--- config.mk ---
export PLATFORM = sky130hd
export DESIGN_NAME = xyzg_div_lane
export DESIGN_NICKNAME = d
export VERILOG_FILES = /design/src/sv/xyzg_div_lane.sv
export SDC_FILE = /design/constraint.sdc
export NUM_CORES = 2
export LEC_CHECK = 0
export ABC_AREA = 1
export BUFFER_PORTS_ARGS = -buffer_cell sky130_fd_sc_hd__buf_2
export CAP_MARGIN = 20
export CORE_ASPECT_RATIO = 1.75
export CORE_MARGIN = 2
export CORE_UTILIZATION = 40
export DETAILED_ROUTE_END_ITERATION = 16
export GPL_TIMING_DRIVEN = 1
export PLACE_DENSITY = 0.66
export SYNTH_ARGS = -nofsm -noshare
export SYNTH_HDL_FRONTEND = slang
export SYNTH_SLANG_ARGS = --single-unit
--- constraint.sdc ---
create_clock -name i_clk -period 2.69 [get_ports i_clk]
set_clock_uncertainty 0.1 [all_clocks]
set_input_delay 0.1345 -clock i_clk [delete_from_list [all_inputs] [get_ports i_clk]]
set_output_delay 0.1345 -clock i_clk [all_outputs]
set_load 0.1 [all_outputs]
--- src/sv/xyzg_div_lane.sv ---
`timescale 1ns / 1ps
// Pipelined restoring divider for one gray limit ratio, saturating at one.
// Depends on nothing beyond its parameter.
module xyzg_div_lane #(
    parameter int FRACTION_BITS = 16
) (
    input  logic                     i_clk,
    input  logic                     i_en,
    input  logic [FRACTION_BITS:0]   i_num,
    input  logic [FRACTION_BITS+7:0] i_den,
    output logic [FRACTION_BITS:0]   o_lim
);
    localparam int F  = FRACTION_BITS;
    localparam int DW = F + 8;
    localparam logic [F:0] ONE = (F+1)'(1) << F;

    logic          r_sat [F+1];
    logic [DW-1:0] r_rem [F+1];
    logic [DW-1:0] r_d   [F+1];
    logic [F-1:0]  r_q   [F+1];

    // A quotient of one or more means no tighter limit
    always_ff @(posedge i_clk) begin
        if (i_en) begin
            r_sat[0] <= DW'(i_num) >= i_den;
            r_rem[0] <= DW'(i_num);
            r_d[0]   <= i_den;
            r_q[0]   <= '0;
        end
    end

    for (genvar s = 1; s <= F; s++) begin : g_step
        logic [DW:0] w_tr;
        logic        w_ge;
        logic [DW:0] w_sub;
        assign w_tr  = {r_rem[s-1], 1'b0};
        assign w_ge  = w_tr >= {1'b0, r_d[s-1]};
        assign w_sub = w_tr - {1'b0, r_d[s-1]};
        always_ff @(posedge i_clk) begin
            if (i_en) begin
                r_sat[s] <= r_sat[s-1];
                r_d[s]   <= r_d[s-1];
                r_rem[s] <= w_ge ? w_sub[DW-1:0] : w_tr[DW-1:0];
                r_q[s]   <= {r_q[s-1][F-2:0], w_ge};
            end
        end
    end

    assign o_lim = r_sat[F] ? ONE : {1'b0, r_q[F]};
endmodule

# Word level (Yosys, flattened, before mapping)
# Memory sizes are Yosys's and may differ from the RTL's.
# Cells that the tools add are included.
# Widths: inputs -> output; s select.
[totals] register_bits=0 ramBits=1105 input_bits=43 output_inout_bits=17 word_cells=56 mem_count=4
[classes] add_sub_neg=16 n_lt_le_gt_ge=17 n_mux=19
[memory_table] name="r_d" words=17 word_bits=24 read_ports=16 rd_ports_with_merged_regs=0 write_ports=17 line_no="19" text="logic [DW-1:0] r_d [F+1];"
[memory_table] name="r_rem" words=17 word_bits=24 read_ports=16 rd_ports_with_merged_regs=0 write_ports=17 line_no="18" text="logic [DW-1:0] r_rem [F+1];"
[memory_table] name="r_q" words=17 word_bits=16 read_ports=17 rd_ports_with_merged_regs=0 write_ports=17 line_no="20" text="logic [F-1:0] r_q [F+1];"
[memory_table] name="r_sat" words=17 word_bits=1 read_ports=17 rd_ports_with_merged_regs=0 write_ports=17 line_no="17" text="logic r_sat [F+1];"
[op_table] operator="$ge 25x24->1" count=16
[op_table] operator="$mux 24" count=16
[op_table] operator="$sub 24x24->24" count=16
[op_table] operator="$ge 17x24->1" count=1
[op_table] operator="$mux 17" count=1
[op_table] operator="$mux 1" count=2

# Depth between registers and ports, before layout
# An unclocked memory read counts as a cell.
[logic_depth] ltp_word=3 depth_mapped=14 ltp_nobuf=14

# Worst setup path before layout
# No wires, ideal clock.
[synth_path] path_type="register to output" from="mem r_sat[16][0] (netlist: r_sat[2][0])" to="out o_lim[10]" t_arrival_ns=2.540 t_required_ns=2.456 path_slack_ns=-0.085 stages_incl_launch_ff=4 path_buffers=2 cell_sequence="edfxtp_1 -> clkbuf_1 -> clkbuf_1 -> nor2_1"
[synth_lines] element="start: declaration" line_no="17"
[synth_lines] element="end: declaration" line_no="11" text="output logic [FRACTION_BITS:0] o_lim"

==> impl_metrics.yaml <==
setup_path:
  arrival_ns: 3.00
  critPathKind: "flop to flop"
  rrSetupSlack_ns: 0.06
  cp.required_ns: 3.06
  crit_path_start_kind: "flop"
  cp_max_fo: 22
  cp-end-kind: "flop"
sta:
  fmax_mhz: 380.7
  min_period_over_period_pct: 97.65
  layout_min_cycle_time_ns: 2.627
  setup_ws_ns: 0.06310
  setup_violations: 0
  max_slew_margin_pct: 48.91
  hold_viol_final: 0
  worst_pin_slew_ns: 0.7717
  rsz0062_at_grt: "yes"
  final_max_slew_viol_count: 0
logic_synthesis:
  synth_top_cell_by_area: "edfxtp_1"
  syn_nets: 8655
  synth_top_cell_area_share_pct: 43.76
  ys_seq_elements: 914
  yosysWarnings: 0
  synth_common_cells: "nand2_1 (3,175), inv_1 (1,696), edfxtp_1 (914)"
  synth.area.top_cells: "edfxtp_1 (44%), nand2_1 (19%), inv_1 (10%)"
  synth_most_common_cell: "nand2_1"
  async_reset_ff_share_pct: 0
  postSynthCellCount: 8203
  synth.avg_cell_area_um2: 7.646
  synth_cell_types: 43
  syn-cell-area_mm2: 0.06272
  synth-edff-count: 914
  yosysSeqAreaShare_pct: 43.76
  ys.flop_type: "edfxtp_1"
hold_path:
  hold_class: "input pin to flop"
final_layout:
  utilization_pct: 46.22
  nFillCells: 15485
  fin_cells: 10799
  drive_above_1_share_pct: 9.588
  areaGrowthSynthToFinish_pct: 15.07
  layout.nets: 9134
global_route:
  grt_pass1_wl_mm: 328.4
  antenna_found_initial: 7
  grt_max_degree: 89
  grt_pass1_vias: 56910
  grt_overflow: 0
  track_usage_pct: 27.77
clock_tree:
  clk-insertion-delay-late_ns: 0.75
  cts_max_path_buffers: 3
  cts-buffers-inserted: 92
  cts_root_buffer: "clkbuf_16"
  tritoncts: "yes"
  cts.sinks: 914
  clk_pin_slew_ns: 0.07
  htreeDepth: 3
drt:
  drc: 0
  totalWireLength_mm: 220.2
  drtAntennaViolNets: 0
  drt_iter0_drc: 2961
  vias_per_cell: 5.039
  post_drt_wl_per_cell_um: 20.39
  num_vias: 54411
  drt_pre_antenna_iters: 6
pwr:
  ir_worst_vdd_uv: 563.7
  power.total_mw: 71.88
  power_leakage_nw: 37.44
  cellPowerDensity_mw_per_mm2: 995.9
floorplan:
  coreArea_mm2: 0.1562
  rows: 192
  fp.dieW_um: 303.3
  start_util_pct: 40.17
  die_area_mm2: 0.1601
  ioPinCount: 60
  fp.dieH_um: 527.8
run:
  maxCapViolations: 0
place:
  port_buffers: 59
  dpl.hpwl_mm: 179.5
  gp_congestion: 0.9900
  dp_slack_ns: -0.2555
  placed_cells: 10527
outcome:
  outcome: "completed"
-- critical path, stage by stage (launching register included) --
cell and delay, ns:
edfxtp_1 0.46, inv_1 0.10, ha_1 0.37, nand2_1 0.12, nor2_1 0.19, nand3_1 0.12
nand3_2 0.15, nand3_4 0.12, buf_12 0.18, nand4_1 0.32, nand2_1 0.12
-- worst paths after layout --
check,start,to,depth (start not counted)
max,r_d[0][150],r_rem[0][182],10
min,i_num[2],r_rem[0][2],2
max reg2reg,r_d[0][150],r_rem[0][182],10
min reg2reg,r_q[1][85],r_q[1][102],0
-- per-layer routing --
| layer | GRT usage (%) | routed length (µm) |
|---|---|---|
| met5 | 0 | 50 |
| met4 | 30.92 | 29910 |
| met3 | 4.318 | 8007 |
| met2 | 54.59 | 120900 |
| met1 | 20.62 | 61320 |
-- where the power goes --
group / internal [mW] / switching, mW / total (mW)
sequential: 20.1 / 2.28 / 22.3
clock: 7.52 / 6.07 / 13.6
combinational: 12.2 / 23.8 / 35.9
-- stage by stage --
stage	TNS (ns)	hold WS, ns	instance area (µm²)
after floorplan	-0.8462	0.1334	62720
after global routing	-0.002585	0.04330	72170
final	0	0.05262	72170
after CTS	0	0.002326	71910
after detailed placement	-5.766	0.2239	67960
after global placement	-5.807	0.2220	67960
-- final cells by class --
type	count	area (µm²)	share of cell area, %
clock inverters	70	783.3	1.085
repair buffers	504	4422	6.127
flip-flops and latches	914	27450	38.03
inverters	1748	6561	9.091
multi-input cells	5422	28040	38.86
well taps	2037	2549	3.531
clock buffers	103	2365	3.277
diodes	1	2.502	0.003467
-- registers in the layout, summed over array words and instances, names as in the netlist --
name and cells:
r_d 384, r_q 136, r_rem 377, r_sat 17
-- cells in the final DEF, fill, tap and decap left out, drive strengths merged, types with 2 or more instances in the layout --
| cell type | instances |
|---|---|
| xnor2 | 15 |
| o21ai | 13 |
| nand3b | 16 |
| buf | 432 |
| edfxtp | 914 |
| dlygate4sd3 | 72 |
| nor4 | 2 |
| clkinv | 38 |
| o21bai | 2 |
| ha | 394 |
| nand2 | 3216 |
| nand3 | 396 |
| nor2 | 481 |
| clkbuf | 103 |
| a21oi | 180 |
| bufinv | 11 |
| and2 | 20 |
| inv | 1757 |
| nand4 | 447 |
| xor2 | 141 |
| o211ai | 4 |
| nor3 | 44 |
| or2 | 7 |
| nor3b | 12 |
| fa | 15 |
| clkinvlp | 12 |
| o21a | 14 |
-- logic make-up (layout without fill, tap and decap cells) --
logic type | Yosys count | in the layout | share of synthesized area, %
AO/OA/AOI/OAI | 215 | 215 | 2.071
XOR/XNOR | 156 | 156 | 2.179
adder cells (fa/ha/maj) | 409 | 409 | 8.339
buffers and inverters | 1867 | 2425 | 11.72
flip-flops | 914 | 914 | 43.76
other | 0 | 1 | 0
AND/OR/NAND/NOR | 4642 | 4642 | 31.93
-- timing repair --
action	in CTS	in global routing
pin swaps	2	2
setup endpoints to repair	37	134
gates resized for setup	3	27
buffers inserted	7	19
endpoints found under the hold margin	67	0
hold buffers	72	0
Power figures use the tool's default switching activity.
