$ cat config.mk
export PLATFORM = sky130hd
export DESIGN_NAME = xyzg_mac_lane
export DESIGN_NICKNAME = d
export VERILOG_FILES = /design/src/sv/xyzg_pkg.sv /design/src/sv/xyzg_mac_lane.sv
export SDC_FILE = /design/constraint.sdc
export NUM_CORES = 2
export LEC_CHECK = 0
export ABC_AREA = 0
export BUFFER_PORTS_ARGS = -buffer_cell sky130_fd_sc_hd__clkbuf_2
export CORE_MARGIN = 5
export CORE_UTILIZATION = 43
export DETAILED_ROUTE_END_ITERATION = 6
export GPL_TIMING_DRIVEN = 0
export MAX_ROUTING_LAYER = met4
export SETUP_SLACK_MARGIN = 0.4
export SLEW_MARGIN = 10
export SYNTH_ARGS = -nofsm -noshare
export SYNTH_HDL_FRONTEND = slang
export SYNTH_SLANG_ARGS = --single-unit
$ cat constraint.sdc
create_clock -name i_clk -period 8.5 [get_ports i_clk]
set_clock_uncertainty 0.15 [all_clocks]
set_input_delay 0.85 -clock i_clk [delete_from_list [all_inputs] [get_ports i_clk]]
set_output_delay 0.85 -clock i_clk [all_outputs]
set_load 0.1 [all_outputs]
$ cat src/sv/xyzg_pkg.sv
`timescale 1ns / 1ps
// Shared types and constants for the XYZ to sRGB gamut mapper.
// Holds the transaction structs, register indexes, matrix ROM and gamma threshold builder.
// No dependencies.
package xyzg_pkg;

    localparam int CFG_IDX_W  = 4;
    localparam int CFG_DATA_W = 8;

    // Configuration register indexes
    localparam logic [CFG_IDX_W-1:0] REG_WHITE_POINT = 4'd0;
    localparam logic [CFG_IDX_W-1:0] REG_GAMUT_MODE  = 4'd1;

    // White point codes
    localparam logic [1:0] WP_D65      = 2'd0;
    localparam logic [1:0] WP_D50      = 2'd1;
    localparam logic [1:0] WP_E        = 2'd2;
    localparam logic [1:0] WP_RESERVED = 2'd3;

    // Gamut handling codes
    localparam logic GM_CLIP = 1'b0;
    localparam logic GM_GRAY = 1'b1;

    typedef struct packed {
        logic [15:0] x_value;
        logic [15:0] y_value;
        logic [15:0] z_value;
    } t_xyzg_in;

    typedef struct packed {
        logic [7:0] red_code;
        logic [7:0] green_code;
        logic [7:0] blue_code;
        logic       out_of_gamut;
    } t_xyzg_out;

    // XYZ to linear sRGB, signed Q3.14, [white point][row][column]
    localparam logic signed [16:0] XYZG_ROM [3][3][3] = '{
        '{ '{ 17'sd53098, -17'sd25187, -17'sd8169 },
           '{-17'sd15880,  17'sd30735,  17'sd681  },
           '{ 17'sd912,   -17'sd3343,   17'sd17322} },
        '{ '{ 17'sd45147, -17'sd21416, -17'sd6946 },
           '{-17'sd16276,  17'sd31501,  17'sd698  },
           '{ 17'sd1263,  -17'sd4630,   17'sd23990} },
        '{ '{ 17'sd44067, -17'sd20904, -17'sd6780 },
           '{-17'sd16746,  17'sd32412,  17'sd718  },
           '{ 17'sd1003,  -17'sd3678,   17'sd19059} }
    };

    // Smallest table index whose gamma code reaches k; tmax + 1 when none does.
    // Evaluated at elaboration only.
    function automatic longint xyzg_thr(input int k, input longint tmax);
        longint lin_lim;
        longint t_lin;
        longint t_pow;
        longint res;
        real    x;
        lin_lim = (31308 * tmax) / 10000000;
        if (k == 0) begin
            return 0;
        end
        t_lin = (20 * tmax * k - 10 * tmax + 65891) / 65892;
        x     = real'(tmax) * ((real'(200 * k + 2705) / 53805.0) ** 2.4);
        t_pow = longint'($rtoi(x));
        if (real'(t_pow) < x) begin
            t_pow = t_pow + 1;
        end
        if (t_lin <= lin_lim) begin
            res = t_lin;
        end else begin
            res = (t_pow > lin_lim) ? t_pow : lin_lim + 1;
        end
        if (res > tmax) begin
            res = tmax + 1;
        end
        return res;
    endfunction

endpackage

$ cat src/sv/xyzg_mac_lane.sv
`timescale 1ns / 1ps
// One matrix row lane: three products, then a rounded sum to the linear format.
// Depends on xyzg_pkg.
module xyzg_mac_lane #(
    parameter int FRACTION_BITS = 16,
    parameter int ROW           = 0
) (
    input  logic                          i_clk,
    input  logic                          i_en,
    input  logic [1:0]                    i_wp,
    input  xyzg_pkg::t_xyzg_in            i_pix,
    output logic signed [FRACTION_BITS+7:0] o_lin
);
    localparam int LIN_W = FRACTION_BITS + 8;
    localparam int ACC_W = 36;
    localparam logic signed [ACC_W-1:0] RND = 36'sd1 <<< (27 - FRACTION_BITS);

    logic [1:0]               w_wp;
    logic [15:0]              w_px [3];
    logic signed [33:0]       r_p  [3];
    logic signed [ACC_W-1:0]  n_acc;
    logic signed [LIN_W-1:0]  r_lin;

    assign w_wp    = (i_wp == xyzg_pkg::WP_RESERVED) ? xyzg_pkg::WP_D65 : i_wp;
    assign w_px[0] = i_pix.x_value;
    assign w_px[1] = i_pix.y_value;
    assign w_px[2] = i_pix.z_value;

    always_ff @(posedge i_clk) begin
        if (i_en) begin
            for (int c = 0; c < 3; c++) begin
                r_p[c] <= xyzg_pkg::XYZG_ROM[w_wp][ROW][c] * $signed({1'b0, w_px[c]});
            end
        end
    end

    assign n_acc = ACC_W'(r_p[0]) + ACC_W'(r_p[1]) + ACC_W'(r_p[2]) + RND;

    // Floor shift of the biased sum gives round half up
    always_ff @(posedge i_clk) begin
        if (i_en) begin
            r_lin <= n_acc[ACC_W-1 -: LIN_W];
        end
    end

    assign o_lin = r_lin;
endmodule

Word level (Yosys, flattened, before mapping)
Memories as Yosys holds them, arrays and structs flattened.
Index checks and enable logic that the tools add are counted.
{ "totals": {"register_bits": 24, "ram_bits": 102, "inputBits": 52, "out_inout_bits": 24, "memories": 1} }
{ "memory_table": {"columns": ["name", "words", "width", "rd", "rd_ports_with_merged_regs", "write_ports", "line_no", "text"], "rows": [
  ["r_p", 3, 34, 3, 0, 3, "xyzg_mac_lane.sv:20", "logic signed [33:0] r_p [3];"]
]} }
{ "classes": {"add_sub_neg": 3, "mul": 3, "n_lt_le_gt_ge": 1, "n_eq_ne": 1, "mux": 6, "bitwise": 1} }
{ "ops": {"columns": ["operator", "count"], "rows": [
  ["153-bit binary-select mux with 2-bit select", 1],
  ["153-bit two-way mux", 2],
  ["17-bit by 17-bit multiplier with 34-bit output", 3],
  ["35-bit by 34-bit adder with 36-bit output", 1],
  ["36-bit by 13-bit adder with 36-bit output, second input constant", 1],
  ["34-bit by 34-bit adder with 35-bit output", 1],
  ["3-bit >= comparator, second input constant", 1],
  ["2-bit NOT with 3-bit output", 1],
  ["2-bit == test, second input constant", 1],
  ["1-bit two-way mux", 2],
  ["2-bit two-way mux", 1]
]} }

Depth between registers and ports, before layout
{ "logic_depth": {"word_depth": 7, "mapped_depth": 30, "depth_no_buf": 27} }

Worst setup path after synthesis
OpenSTA, ideal clock, no wires.
{ "synth_path": {"kind": "in2reg", "from": "input port i_wp[0]", "to": "memory r_p[2][32], in the netlist r_p[0][100], data pin", "setup_ps": 271, "arrival_ps": 7093, "t_required_ps": 8079, "setup_slack_ps": 986, "path_stages": 28, "path_buffers": 1, "cell_sequence": "inv_1 ha_1 clkbuf_1 nand2b_1 inv_1 nor2_1 inv_1 fa_1 inv_1 fa_1 inv_1 fa_1 inv_1 fa_1 inv_1 fa_1 inv_1 fa_1 inv_1 ha_1 a21o_1 a21o_1 a21oi_1 o21ai_0 or3_1 o21bai_1 mux2i_1 o2111ai_1"} }
{ "synth_rtl": {"columns": ["element", "line_no", "text"], "rows": [
  ["from (decl)", "xyzg_mac_lane.sv:10", "input logic [1:0] i_wp,"],
  ["to (decl)", "xyzg_mac_lane.sv:20", null]
]} }

==> key figures <==
Outcome
  – Outcome: completed

Floorplanning
  – Io pins: 76
  – Core box area: 71500 µm²
  – Width of the die: 278 µm
  – Full die area: 77500 µm²
  – Core Rows: 98
  – Die Height: 278 µm
  – Initial Util: 0.434

Critical path
  – Slowest stage delay, CP: 0.57 ns
  – Worst reg2reg path depth: 11
  – Worst EP arrival: 7.87 ns
  – Worst reg-to-reg setup slack: 4.29 ns
  – CP max-delay cell: fa_1
  – Critical Path RT: 8.49 ns
  – CP dominant cell by count: fa_1
  – Critical Path Fanout Max: 10
  – Reg2reg end: o_lin[21]
  – Setup crit start kind: input pin
  – Critical path class: in -> reg
  – FF-to-FF Start: r_p[0][72]
  – Critical Path End Type: register

Synthesis
  – Leading area contributor after synthesis: fa_1
  – EDFF count, synth: 126
  – Main synth FF type: edfxtp_1
  – Post-Syn Area: 31000 µm²
  – Syn_nets: 4238
  – Synth cell count leaders: 939 x inv_1, 597 x fa_1, 459 x ha_1
  – Sequential area share after synthesis: 0.122
  – Synth warn: 0
  – Async set-or-reset flop fraction in the synthesized netlist: 0
  – Yosys reg bits: 126
  – Count of unique library cells instantiated by Yosys: 61
  – Post-synthesis area per instance: 9.90 µm²
  – Post-Syn Instances: 3130
  – Share of the synthesized area in the top cell type: 0.386
  – Most common cell in the netlist: inv_1
  – Synth area leaders: fa_1 39%, ha_1 19%, edfxtp_1 12%, inv_1 11%, xnor2_1 2.1%

Timing
  – Maximum clock frequency: 127 MHz
  – Unrepaired setup endpoints after global routing: true
  – Slew margin rel.: 0.278
  – Min Tclk post-route: 7.88 ns
  – Max-slew violation total from the final report: 0
  – Tightest Pin Transition: 1.07 ns
  – # setup viols final: 0
  – Final cycle utilization of the critical path: 0.928
  – Final Hold Slack: 0.717 ns
  – Hold Vio Cnt, Final: 0
  – Final TNS setup: 0 ns

Hold path
  – Hold Path Stages: 1
  – Hold WC Path Type: in -> reg
  – Hold Path End: o_lin[0]
  – Hold path start: i_en

Global route
  – Initial antenna violation count: 10
  – GRT Total Usage: 0.210
  – Vias in the first global route: 21985
  – First-pass GRT wire length: 123 mm
  – Remaining global-route overflow: 0
  – Largest net degree at the start of global routing: 96

Job
  – Max-cap violations: 0

Detailed routing
  – Avg WL per Cell: 18.3 µm
  – Vias per cell: 4.89
  – First-pass DRT Iterations: 5
  – DRC violations left: 0
  – Final ANT Viol Nets: 0
  – DR iter-0 viols: 1079
  – WL final: 76.7 mm
  – DR vias: 20526

CTS
  – Cts hold-fix bufs: 0
  – Clock slew seen by the registers of the worst setup and hold paths: 0.07 ns
  – CTS buffer count: 17
  – Clk root buf: clkbuf_16
  – Clock Sinks: 126
  – CTS tree: built
  – Clock network latency to the later pin of the worst-skew pair: 0.43 ns
  – H-tree Lvls: 4
  – Clock Tree Buf Depth: 2

Placed design
  – Detailed Place HPWL: 68.4 mm
  – Final Wtd Congestion: 0.918
  – IO Port Bufs: 75

Final layout
  – Filler cells: 6780
  – Syn-to-layout area delta: 7.76%
  – Fraction of layout cells with a size suffix above 1: 0.0506
  – Nets@finish: 4337
[cell usage in the layout, fill, tap and decap left out, types with 55 or more instances in the layout]
cell	n
xnor2_1	73
nor2b_1	55
fa_1	593
clkbuf_2	88
inv_1	937
o21ai_0	57
nand2_1	130
a21o_1	72
a21oi_1	125
edfxtp_1	126
nor2_1	72
and2_1	71
ha_1	457
[worst max-delay path, delay by kind of cell]
kind	cells	cell delay [ns]
buffers and inverters	8	1.03
XOR/XNOR	1	0.49
AND/OR/NAND/NOR	7	1.46
AO/OA/AOI/OAI	2	0.40
adder cells (fa/ha/maj)	8	3.58
[cell families after synthesis]
family          synth area share
compound gates            0.0754
xor+xnor                  0.0300
fa+ha+maj                  0.571
buf+inv                    0.119
flops                      0.122
mux                     0.000646
simple gates              0.0815
[state kept, by name (all words and copies together), names as in the netlist]
name,flops
r_p,102
o_lin,24
[layout make-up]
type                       instances  area, µm²  area share
timing repair buffer              80        442      0.0132
clock buffer                      17        425      0.0127
sequential                       126       3780       0.113
antenna                            9       22.5    0.000674
buffer                            47        236     0.00708
tap                              950       1190      0.0356
multi-input combinational       2018      23600       0.707
clock inverter                    15        145     0.00435
inverter                         939       3530       0.106
[through the flow]
stage | setup slack [ns] | cell area [µm²] | utilization | std cells
6_report | 0.616 | 33400 | 0.467 | 4201
5_1_grt | 0.351 | 33400 | 0.467 | 4198
3_3_place_gp | -1.84 | 32600 | 0.455 | 4155
2_1_floorplan | 0.986 | 31000 | - | 3130
4_1_cts | 0.226 | 33200 | 0.465 | 4189
3_5_place_dp | -1.94 | 32600 | 0.456 | 4156
[repair_timing]
| item | in CTS | in global routing |
|---|---|---|
| pin swaps | 2 | 7 |
| setup buffers | 1 | 3 |
| gates resized for setup | 34 | 44 |
| endpoints found under the setup margin | 47 | 21 |
[worst max-delay path by stage]
stage	endpoint	slack, ns	start	cells after the start
6_report	r_p[0][32]	0.62	i_wp[0]	26
5_1_grt	r_p[0][100]	0.35	i_wp[0]	29
4_1_cts	r_p[0][32]	0.23	i_wp[0]	24
3_5_place_dp	r_p[0][32]	-1.94	i_wp[0]	26
3_3_place_gp	r_p[0][32]	-1.84	i_wp[0]	26
2_1_floorplan	r_p[0][100]	0.99	i_wp[0]	28
[layer usage]
metal  GRT usage  vias to the layer above  wire length (µm)
li1            -                     9882                 -
met1       0.294                    10090             35700
met2       0.329                      479             34400
met3      0.0381                       75              4960
met4      0.0349                        0              1650
met5           -                        -                 0
Power is not shown: default switching activity piles up to over one toggle a cycle in this logic, so the estimate is an artifact.
