==> src/sv/xyzg_pkg.sv <==
`timescale 1ns / 1ps
// Shared types and constants for the XYZ to sRGB gamut mapper.
// Holds the transaction structs, register indexes, matrix ROM and gamma threshold builder.
// No dependencies.
package xyzg_pkg;

    localparam int CFG_IDX_W  = 4;
    localparam int CFG_DATA_W = 8;

    // Configuration register indexes
    localparam logic [CFG_IDX_W-1:0] REG_WHITE_POINT = 4'd0;
    localparam logic [CFG_IDX_W-1:0] REG_GAMUT_MODE  = 4'd1;

    // White point codes
    localparam logic [1:0] WP_D65      = 2'd0;
    localparam logic [1:0] WP_D50      = 2'd1;
    localparam logic [1:0] WP_E        = 2'd2;
    localparam logic [1:0] WP_RESERVED = 2'd3;

    // Gamut handling codes
    localparam logic GM_CLIP = 1'b0;
    localparam logic GM_GRAY = 1'b1;

    typedef struct packed {
        logic [15:0] x_value;
        logic [15:0] y_value;
        logic [15:0] z_value;
    } t_xyzg_in;

    typedef struct packed {
        logic [7:0] red_code;
        logic [7:0] green_code;
        logic [7:0] blue_code;
        logic       out_of_gamut;
    } t_xyzg_out;

    // XYZ to linear sRGB, signed Q3.14, [white point][row][column]
    localparam logic signed [16:0] XYZG_ROM [3][3][3] = '{
        '{ '{ 17'sd53098, -17'sd25187, -17'sd8169 },
           '{-17'sd15880,  17'sd30735,  17'sd681  },
           '{ 17'sd912,   -17'sd3343,   17'sd17322} },
        '{ '{ 17'sd45147, -17'sd21416, -17'sd6946 },
           '{-17'sd16276,  17'sd31501,  17'sd698  },
           '{ 17'sd1263,  -17'sd4630,   17'sd23990} },
        '{ '{ 17'sd44067, -17'sd20904, -17'sd6780 },
           '{-17'sd16746,  17'sd32412,  17'sd718  },
           '{ 17'sd1003,  -17'sd3678,   17'sd19059} }
    };

    // Smallest table index whose gamma code reaches k; tmax + 1 when none does.
    // Evaluated at elaboration only.
    function automatic longint xyzg_thr(input int k, input longint tmax);
        longint lin_lim;
        longint t_lin;
        longint t_pow;
        longint res;
        real    x;
        lin_lim = (31308 * tmax) / 10000000;
        if (k == 0) begin
            return 0;
        end
        t_lin = (20 * tmax * k - 10 * tmax + 65891) / 65892;
        x     = real'(tmax) * ((real'(200 * k + 2705) / 53805.0) ** 2.4);
        t_pow = longint'($rtoi(x));
        if (real'(t_pow) < x) begin
            t_pow = t_pow + 1;
        end
        if (t_lin <= lin_lim) begin
            res = t_lin;
        end else begin
            res = (t_pow > lin_lim) ? t_pow : lin_lim + 1;
        end
        if (res > tmax) begin
            res = tmax + 1;
        end
        return res;
    endfunction

endpackage

==> src/sv/xyzg_gamma_lane.sv <==
`timescale 1ns / 1ps
// One channel of the transfer curve: table index, then an 8-step threshold search.
// Depends on xyzg_pkg for the threshold builder.
module xyzg_gamma_lane #(
    parameter int FRACTION_BITS    = 16,
    parameter int GAMMA_TABLE_BITS = 12
) (
    input  logic                   i_clk,
    input  logic                   i_en,
    input  logic [FRACTION_BITS:0] i_lin,
    output logic [7:0]             o_code
);
    localparam int F  = FRACTION_BITS;
    localparam int G  = GAMMA_TABLE_BITS;
    localparam int PW = F + G + 1;
    localparam longint TMAX = (64'd1 << G) - 64'd1;
    localparam logic [PW-1:0] HALF = PW'(1) << (F - 1);

    logic [G:0]    w_thr [256];
    logic [PW-1:0] n_prod;
    logic [G-1:0]  r_idx [9];
    logic [7:0]    r_acc [9];

    for (genvar k = 0; k < 256; k++) begin : g_thr
        localparam logic [G:0] THR_K = (G+1)'(xyzg_pkg::xyzg_thr(k, TMAX));
        assign w_thr[k] = THR_K;
    end

    // lin * (2^G - 1) as a shift and subtract, rounded half up
    assign n_prod = {i_lin, G'(0)} - PW'(i_lin) + HALF;

    always_ff @(posedge i_clk) begin
        if (i_en) begin
            r_idx[0] <= n_prod[F +: G];
            r_acc[0] <= '0;
        end
    end

    // Settle one code bit per stage, most significant first
    for (genvar s = 0; s < 8; s++) begin : g_srch
        logic [7:0] w_cand;
        logic       w_hit;
        assign w_cand = r_acc[s] | (8'd1 << (7 - s));
        assign w_hit  = w_thr[w_cand] <= {1'b0, r_idx[s]};
        always_ff @(posedge i_clk) begin
            if (i_en) begin
                r_idx[s+1] <= r_idx[s];
                r_acc[s+1] <= w_hit ? w_cand : r_acc[s];
            end
        end
    end

    assign o_code = r_acc[8];
endmodule

==> config.mk <==
export PLATFORM = sky130hd
export DESIGN_NAME = xyzg_gamma_lane
export DESIGN_NICKNAME = d
export VERILOG_FILES = /design/src/sv/xyzg_pkg.sv /design/src/sv/xyzg_gamma_lane.sv
export SDC_FILE = /design/constraint.sdc
export NUM_CORES = 1
export LEC_CHECK = 0
export ABC_AREA = 1
export BUFFER_PORTS_ARGS = -buffer_cell sky130_fd_sc_hd__buf_2
export CAP_MARGIN = 15
export CELL_PAD_IN_SITES_DETAIL_PLACEMENT = 0
export CELL_PAD_IN_SITES_GLOBAL_PLACEMENT = 1
export CORE_AREA = 2 2 194 196
export CTS_CLUSTER_SIZE = 10
export DETAILED_ROUTE_END_ITERATION = 8
export DIE_AREA = 0 0 196 198
export PLACE_DENSITY_LB_ADDON = 0.15
export SYNTH_ARGS = -nofsm -noshare
export SYNTH_HDL_FRONTEND = slang
export SYNTH_SLANG_ARGS = --single-unit
==> constraint.sdc <==
create_clock -name i_clk -period 2.7 [get_ports i_clk]
set_input_delay 0.135 -clock i_clk [delete_from_list [all_inputs] [get_ports i_clk]]
set_output_delay 0.135 -clock i_clk [all_outputs]
set_load 0.01 [all_outputs]
== Yosys cells after proc, flatten, opt, wreduce, memory -nomap -nowiden ==
Memories as Yosys holds them, arrays and structs flattened.
Index checks and enable logic that the tools add are counted.
Storage, ports and cells
  register bits: 0
  memory bits (writable): 180
  memory bits (read-only): 26624
  output and inout bits: 8
  logic and storage cells: 62
  memories: 10
Operators by class
  add/subtract/negate cells: 2
  magnitude comparators: 16
  multiplexer cells: 26
  bitwise gates (word level): 8
Memories
  (no name shown): depth 256, width 13, read ports 1, clocked after memory_dff 0, write ports 0, RTL line xyzg_gamma_lane.sv:44  | assign w_hit = w_thr[w_cand] <= {1'b0, r_idx[s]};
  (no name shown): depth 256, width 13, read ports 1, clocked after memory_dff 0, write ports 0, RTL line xyzg_gamma_lane.sv:44
  (no name shown): depth 256, width 13, read ports 1, clocked after memory_dff 0, write ports 0, RTL line xyzg_gamma_lane.sv:44
  (no name shown): depth 256, width 13, read ports 1, clocked after memory_dff 0, write ports 0, RTL line xyzg_gamma_lane.sv:44
  (no name shown): depth 256, width 13, read ports 1, clocked after memory_dff 0, write ports 0, RTL line xyzg_gamma_lane.sv:44
  (no name shown): depth 256, width 13, read ports 1, clocked after memory_dff 0, write ports 0, RTL line xyzg_gamma_lane.sv:44
  +4 memories
Operator list (number)
  $mux 13: 16
  $le 13x12->1: 8
  $ge 9x9->1 const B: 8
  $not 8->9: 8
  $add 28x16->28 const B: 1
  $sub 28x17->28: 1
  $mux 8: 1
  $mux 7: 1
  $mux 6: 1
  $mux 5: 1
  $mux 4: 1
  $mux 1: 3
  $mux 3: 1
  $mux 2: 1

== Longest topological paths before layout ==
Gate-level depths: netlist (run 1).
An unclocked memory read counts as a cell.
  depth after elaboration: 7
  gate-level depth with buffers: 19
  gate-level depth less buffers: 19

== Worst setup path after synthesis (run 1) ==
Ideal clock, no wire load.
  path type: register to register
  from: memory r_acc[7][2], in the netlist r_acc[0][58]
  to: memory r_acc[8][0], in the netlist r_acc[0][64], data pin
  data arrival time: 2329 ps
  data required time: 2447 ps
  setup slack: 118 ps
  cell stages (with the launch flop): 17
  clock period less this slack: 2582 ps
  cell sequence: edfxtp_1 > inv_1 > ha_1 > nand2_1 > nand2_1 > nand2_1 > nand3_1 > nand2_1 > nand3_1 > nand2_1 > inv_1 > ha_1 > nand2_1 > nor3_1 > o21ai_0 > nand3_1 > nand2_1
RTL lines
  from (decl): RTL line xyzg_gamma_lane.sv:22  | logic [7:0] r_acc [9];

==> results of run 1 <==
## path summary, 6_finish.rpt
| path | startpoint | to | slack [ps] | depth (start not counted) |
|---|---|---|---|---|
| min reg2reg | r_idx[0][4]$_DFFE_PP_ | r_idx[0][16]$_DFFE_PP_ | 440 | 0 |
| min | i_lin[14] | r_idx[0][11]$_DFFE_PP_ | 220 | 4 |
| max reg2reg | r_acc[0][57]$_DFFE_PP_ | r_acc[0][64]$_DFFE_PP_ | 40 | 18 |
| max | r_acc[0][57]$_DFFE_PP_ | r_acc[0][64]$_DFFE_PP_ | 40 | 18 |
## per-stage QoR
stage	hold slack [ps]	instance area [um2]	total power [W]	std cells	utilization (%)
after floorplan	247.5	10930	0.003736	1450	-
after global placement	433.2	12570	0.004534	2043	34.01
after detailed placement	433.4	12570	0.004510	2043	34.01
after CTS	226.4	13260	0.006897	2080	35.88
after global routing	239.9	13800	0.007423	2093	37.34
final	224.9	13800	0.006991	2093	37.34
## layout make-up
type	count	area, um2	area share, %
multi-input cells	1062	6395	46.35
clock inverters	15	170.2	1.233
well taps	474	593.1	4.298
repair buffers	178	1436	10.41
flip-flops and latches	132	3964	28.73
clock buffers	17	425.4	3.083
inverters	215	814.5	5.903
## routing by layer
layer  vias up  wire (um)  global-route usage (%)
li1       5180          -                       -
met1      4804      14950                   21.52
met2       251      17240                   32.40
met3        56       1094                   2.436
met4         0        699                   5.387
met5         -          0                       0
## repair_timing
action / 4_1_cts / 5_1_grt
pin swaps: 2 / 57
buffers inserted: 5 / 13
resized for setup: 24 / 123
endpoints found under the setup margin: 2 / 3
## power groups by stage
stage,registers (W),clock network (W),logic [W]
4_1_cts,0.00259,0.00239,0.00192
5_1_grt,0.00261,0.00247,0.00235
3_5_place_dp,0.00263,0,0.00188
6_report,0.00258,0.00232,0.00208
3_3_place_gp,0.00263,0,0.00190
2_1_floorplan,0.00259,0,0.00115
## logic make-up (layout without fill, tap and decap cells)
group           Yosys count  in the layout  share of synthesized area, %
buf+inv                 256            425                         9.366
fa+ha+maj               139            139                         15.91
flops                   132            132                         36.27
compound gates          237            237                         11.98
simple gates            682            682                         26.15
xor+xnor                  4              4                        0.3206
## synthesized netlist by cell type, types with 7 or more instances
library cell / instances
inv_2: 7
inv_1: 206
a31oi_1: 9
o21ai_1: 8
o211ai_1: 13
buf_2: 23
o21ai_0: 79
clkbuf_1: 8
nand3_1: 129
nor2_1: 142
nand2_1: 353
o21bai_1: 7
edfxtp_1: 132
a21oi_1: 98
nor3_1: 21
ha_1: 139
nand4_1: 16
## state kept, by name, indices dropped and copies added, names as in the netlist
| signal | flops |
|---|---|
| r_idx | 96 |
| r_acc | 36 |
## critical path, delay by kind of cell (launching register included)
family | cells | cell delay (ps)
buffers and inverters | 5 | 560
adders and majority gates | 2 | 410
DFF | 1 | 460
and+or+nand+nor | 8 | 580
AOI/OAI and AO/OA | 3 | 410
==> summary.txt, run 1 <==
Timing
  – Crit path time final: 2664 ps
  – PnR worst setup slack: 36.14 ps
  – Setup violation total in the final timing report: 0
  – Max-slew violations: 0
  – Sum Neg Setup Slack: 0 ps
  – F_max: 375.4 MHz
  – Fin Clk Skew: 9.465 ps
  – Worst-Margin Slew: 711.3 ps
  – RSZ-0062 raised after global routing: yes
  – Period utilization: 98.66%
  – Final hold violations: 0
  – Slew headroom: 52.58%

Layout
  – Area grow syn2layout: 26.26%
  – Fill cells: 3861
  – Nets: 1764
  – # diodes: 0
  – Commonest cells after routing, fill and taps aside: nand2_1, inv_1, buf_4, edfxtp_1, ha_1
  – Share of post-route cells with drive strength above 1: 20.01%
  – Most common cell after layout, fill and taps aside: nand2_1

Global routing
  – Maximum number of pins on one net before global-route repair: 53
  – Antenna violations before repair: 0
  – Grt ovf: 0
  – GRT Total Usage: 17.71%
  – First-pass GRT wire length: 53850 um
  – Vias in the first global route: 10026

Setup path
  – Worst setup path class: reg2reg
  – Critical path capture point type: flip-flop
  – CP Cell Sequence: inv_2, buf_6, ha_4, inv_4, nor2_2, buf_4, o21ai_1, nand3_1, nand2_1, nand2_1, inv_2, ha_4, nand2_2, o21bai_1, a21oi_1, nor2_1, nand3_1, nand2_1
  – Largest stage delay on the critical path: 460 ps
  – Slowest CP cell: edfxtp_1
  – Worst-path fanout max: 6
  – Worst Path Arrival: 2830 ps
  – Startpoint types: flip-flop
  – Crit path required time: 2870 ps
  – Crit-path most repeated cell: nand2_1

Detailed routing
  – ANT nets after route: 0
  – Avg WL per Cell: 16.24 um
  – DR DRC count: 0
  – WL final: 33980 um
  – 1st-pass router iterations: 7
  – Via density: 4.917
  – Vias: 10291
  – Initial DRC count: 645

Pwr
  – Clock share of power: 33.3%
  – PwrDens: 506.7 nW/um2
  – VDD IR-drop max: 0.5497 mV
  – Comb power frac: 29.8%
  – Internal power: 0.004678 W
  – Switching Fraction: 33.09%
  – P_sw: 0.002314 W
  – Reg power frac: 37.0%
  – LEAKAGE: 6.571 nW

Clock network
  – Hold buffers post-CTS: 0
  – Num CTS Buffers: 17
  – CTS tree: built
  – Number of H-tree levels: 4
  – Worst-Skew Late Latency: 420 ps
  – CTS Root Cell: clkbuf_16
  – CTS sink cnt: 132
  – CTS clk-pin slew, worst paths: 70 ps
  – Bufs on Longest Clock Path: 2

Logic synthesis
  – EDFF count, synth: 132
  – Synth async-reset ratio: 0%
  – YS warnings: 0
  – Post-synthesis cell area: 10930 um2
  – Synth cell types: 42
  – Synth top area share: 36.27%
  – Mapped Cells: 1450
  – #FFs+latches synth: 132
  – Syn Nets: 1608
  – Syn_area_per_cell: 7.537 um2
  – Ys flop type: edfxtp_1
  – Top post-synthesis cells by area: edfxtp_1, ha_1, nand2_1
  – Post-synthesis sequential area ratio: 36.27%
  – Post-synth top area cell: edfxtp_1

Die
  – Num ports: 27
  – Core box area: 36960 um2
  – # rows: 71
  – Die Area: 38810 um2
  – Initial core utilization: 29.57%
  – Die H: 198 um
  – Die Wd: 196 um

Placed design
  – Gpl congestion: 0.9173
  – Port Buffer Count: 26
  – Dpl hpwl: 26570 um
  – Placement Setup Slack: -216.4 ps

Flow run
  – Max Cap Violations: 0

Status
  – Status: completed

Min path
  – Worst hold path class: in2reg
Power figures use the tool's default switching activity.
==> inputs of run 2 (changes only) <==
--- a/config.mk
+++ b/config.mk
@@ -15,6 +15,7 @@
 export DETAILED_ROUTE_END_ITERATION = 8
 export DIE_AREA = 0 0 196 198
 export PLACE_DENSITY_LB_ADDON = 0.15
+export SKIP_LAST_GASP = 1
 export SYNTH_ARGS = -nofsm -noshare
 export SYNTH_HDL_FRONTEND = slang
 export SYNTH_SLANG_ARGS = --single-unit
==> constraint.sdc (replaced) <==
create_clock -name i_clk -period 2.7 [get_ports i_clk]
set_input_delay 0.405 -clock i_clk [delete_from_list [all_inputs] [get_ports i_clk]]
set_output_delay 0.405 -clock i_clk [all_outputs]
set_load 0.005 [all_outputs]
==> run 2 against run 1 <==
Clock power fell by 3%. Via count fell by 0.93%. Largest cell class unchanged. Largest power group unchanged. Clock skew fell by 0.54 ps. Combinational power barely moved. Sequential power barely moved. Final cell count fell by 1.0%. Count of clock-buffer cells in the layout did not move. Maximum frequency fell by 1.0%. Routed wire length fell by 1.3%.
==> summary.txt, run 2 (synthesized netlist as in run 1, its figures left out) <==
Setup path
  – Crit path required time: 2870 ps (about the same)
  – Worst-case reg-to-reg path depth: 16 (-2)
  – Capture point of the worst reg-to-reg path: r_acc[0][64]$_DFFE_PP_
  – Worst-path fanout max: 5 (-1)
  – R2r setup slk: 8 ps (-30 ps)
  – CP Cell Sequence: inv_2, ha_4, nand2_4, inv_2, nor2_4, nand2_2, nand4_1, nand2_1, nor2_1, nor2_1, ha_1, nand2_4, nor3_4, o21ai_2, nand3_1, nand2_1
  – Worst setup path class: reg2reg
  – Startpoint types: flip-flop
  – Largest stage delay on the critical path: 500 ps (+40 ps)
  – Slowest CP cell: edfxtp_1
  – Worst Path Arrival: 2870 ps (+40 ps)
  – FF-to-FF Start: r_acc[0][57]$_DFFE_PP_
  – Critical path capture point type: flip-flop

Layout
  – Max FFs per register: 96 (unchanged)
  – Biggest register: r_idx
  – Biggest registers after layout: r_idx: 96 flops, r_acc: 36 flops
  – # diodes: 0 (unchanged)
  – Fill cells: 3914 (+1.4%)
  – Register area: 3964 um2 (unchanged)
  – Commonest cells after routing, fill and taps aside: nand2_1, inv_1, edfxtp_1, nand3_1, ha_1
  – Area of the multi-input gates: 6447 um2 (+0.82%)
  – Most common cell after layout, fill and taps aside: nand2_1
  – Nets: 1743 (-1.2%)
  – Share of post-route cells with drive strength above 1: 19.15% (-0.86 points)
  – Area grow syn2layout: 24.94%

Placed design
  – Port Buffer Count: 26 (unchanged)
  – Dpl hpwl: 25800 um (-2.9%)
  – Gpl congestion: 0.9481 (+3.4%)

Detailed routing
  – Vias: 10195 (-0.93%)
  – Avg WL per Cell: 16.19 um (-0.27%)
  – 1st-pass router iterations: 5 (-2)
  – DR DRC count: 0 (unchanged)
  – Initial DRC count: 660 (+2.3%)
  – Via density: 4.920 (about the same)
  – WL final: 33550 um (-1.3%)
  – ANT nets after route: 0 (unchanged)

Die
  – # rows: 71 (unchanged)
  – Num ports: 27 (unchanged)
  – Initial core utilization: 29.57% (unchanged)
  – Die Wd: 196 um (unchanged)
  – Die Area: 38810 um2 (unchanged)
  – Core box area: 36960 um2 (unchanged)
  – Die H: 198 um (unchanged)

Global routing
  – Maximum number of pins on one net before global-route repair: 133 (+150%)
  – Antenna violations before repair: 0 (unchanged)
  – First-pass GRT wire length: 53390 um (-0.84%)
  – GRT Total Usage: 17.50% (-0.20 points)
  – Vias in the first global route: 9879 (-1.5%)
  – Grt ovf: 0 (unchanged)

Timing
  – Final hold violations: 0 (unchanged)
  – Setup violation total in the final timing report: 0 (unchanged)
  – RSZ-0062 raised after global routing: yes
  – Period utilization: 99.70% (+1.0 points)
  – Hold WS: 435.9 ps (+211.0 ps)
  – Worst-Margin Slew: 781.0 ps (+69.66 ps)
  – Fin Clk Skew: 8.927 ps (-0.5385 ps)
  – Max-slew violations: 0 (unchanged)
  – F_max: 371.5 MHz (-1.0%)
  – Slew headroom: 47.93% (-4.6 points)
  – Crit path time final: 2692 ps (+28.14 ps)

Pwr
  – VDD IR-drop max: 0.4672 mV (-15%)
  – P_sw: 0.002268 W (-2.0%)
  – Reg power frac: 37.3% (+0.3 points)
  – PwrDens: 506.5 nW/um2 (about the same)
  – LEAKAGE: 6.443 nW (-2.0%)
  – Clock share of power: 32.6% (-0.7 points)
  – Switching Fraction: 32.80% (-0.29 points)
  – Comb power frac: 30.0% (+0.2 points)
  – Total power: 0.006916 W (-1.1%)
  – Internal power: 0.004647 W (-0.65%)

Clock network
  – Bufs on Longest Clock Path: 2 (unchanged)
  – Number of H-tree levels: 4 (unchanged)
  – CTS Root Cell: clkbuf_16
  – CTS sink cnt: 132 (unchanged)
  – CTS tree: built
  – Hold buffers post-CTS: 0 (unchanged)
  – Num CTS Buffers: 17 (unchanged)
  – Worst-Skew Late Latency: 420 ps (about the same)
  – CTS clk-pin slew, worst paths: 60 ps (about the same)

Min path
  – WHS Path Cells: 4 (unchanged)
  – Worst hold path class: in2reg
  – Hold_sp: i_lin[15]
  – Worst Hold Endpoint: r_idx[0][11]$_DFFE_PP_

Status
  – Status: completed

Flow run
  – Max Cap Violations: 0 (unchanged)
[run 2: changes by cell type in the layout (fill, tap and decap cells not counted), sizes merged]
cell,delta
buf,-21
clkinv,+3
inv,-3
[run 2: power groups by stage]
stage	clock network, W	logic, W	registers (W)
global placement	0	0.00185	0.00263
global route	0.00240	0.00235	0.00261
floorplan	0	0.00115	0.00258
finish	0.00226	0.00208	0.00258
CTS	0.00231	0.00186	0.00259
detailed placement	0	0.00183	0.00263
[run 2: per-layer routing]
layer,track usage [%],vias up,wire length (um)
met5,0,-,0
met4,5.022,0,738
met3,2.231,53,1230
met2,31.42,263,16760
met1,21.98,4734,14820
li1,-,5145,-
[run 2: how the worst max path moves through the flow]
stage                           startpoint                     end  depth (start not counted)
global placement    r_acc[0][57]$_DFFE_PP_  r_acc[0][64]$_DFFE_PP_                         16
CTS                 r_acc[0][58]$_DFFE_PP_  r_acc[0][64]$_DFFE_PP_                         16
finish              r_acc[0][57]$_DFFE_PP_  r_acc[0][64]$_DFFE_PP_                         16
floorplan           r_acc[0][58]$_DFFE_PP_  r_acc[0][64]$_DFFE_PP_                         16
detailed placement  r_acc[0][57]$_DFFE_PP_  r_acc[0][64]$_DFFE_PP_                         16
global route        r_acc[0][57]$_DFFE_PP_  r_acc[0][64]$_DFFE_PP_                         16
[run 2: area by class of cell]
| class | instances | share of cell area, % |
|---|---|---|
| inverter | 215 | 5.966 |
| timing repair buffer | 157 | 9.183 |
| clock inverter | 15 | 1.136 |
| tap | 474 | 4.344 |
| multi-input combinational | 1062 | 47.22 |
| sequential | 132 | 29.03 |
| clock buffer | 17 | 3.116 |
[run 2: critical path, delay by kind of cell (launching register included)]
family	cells	cell delay, ps
and+or+nand+nor	11	1000
AOI/OAI and AO/OA	1	70
DFF	1	500
buffers and inverters	2	230
adders and majority gates	2	620
[run 2: stage by stage]
stage	setup WS, ps	cells	setup TNS, ps	utilization [%]	area, um2
6_report	8.008	2072	0	36.94	13650
5_1_grt	-136.8	2072	-191.8	36.94	13650
4_1_cts	-20.75	2059	-20.75	35.31	13050
3_5_place_dp	-192.6	2024	-221.6	33.56	12400
3_3_place_gp	-233.7	2024	-312.3	33.56	12400
2_1_floorplan	117.6	1450	0	-	10930
[run 2: repair_timing]
| item | 4_1_cts | 5_1_grt |
|---|---|---|
| resized for setup | 16 | 139 |
| setup buffers | 3 | 13 |
| pin swaps | 2 | 58 |
| endpoints found under the setup margin | 2 | 3 |
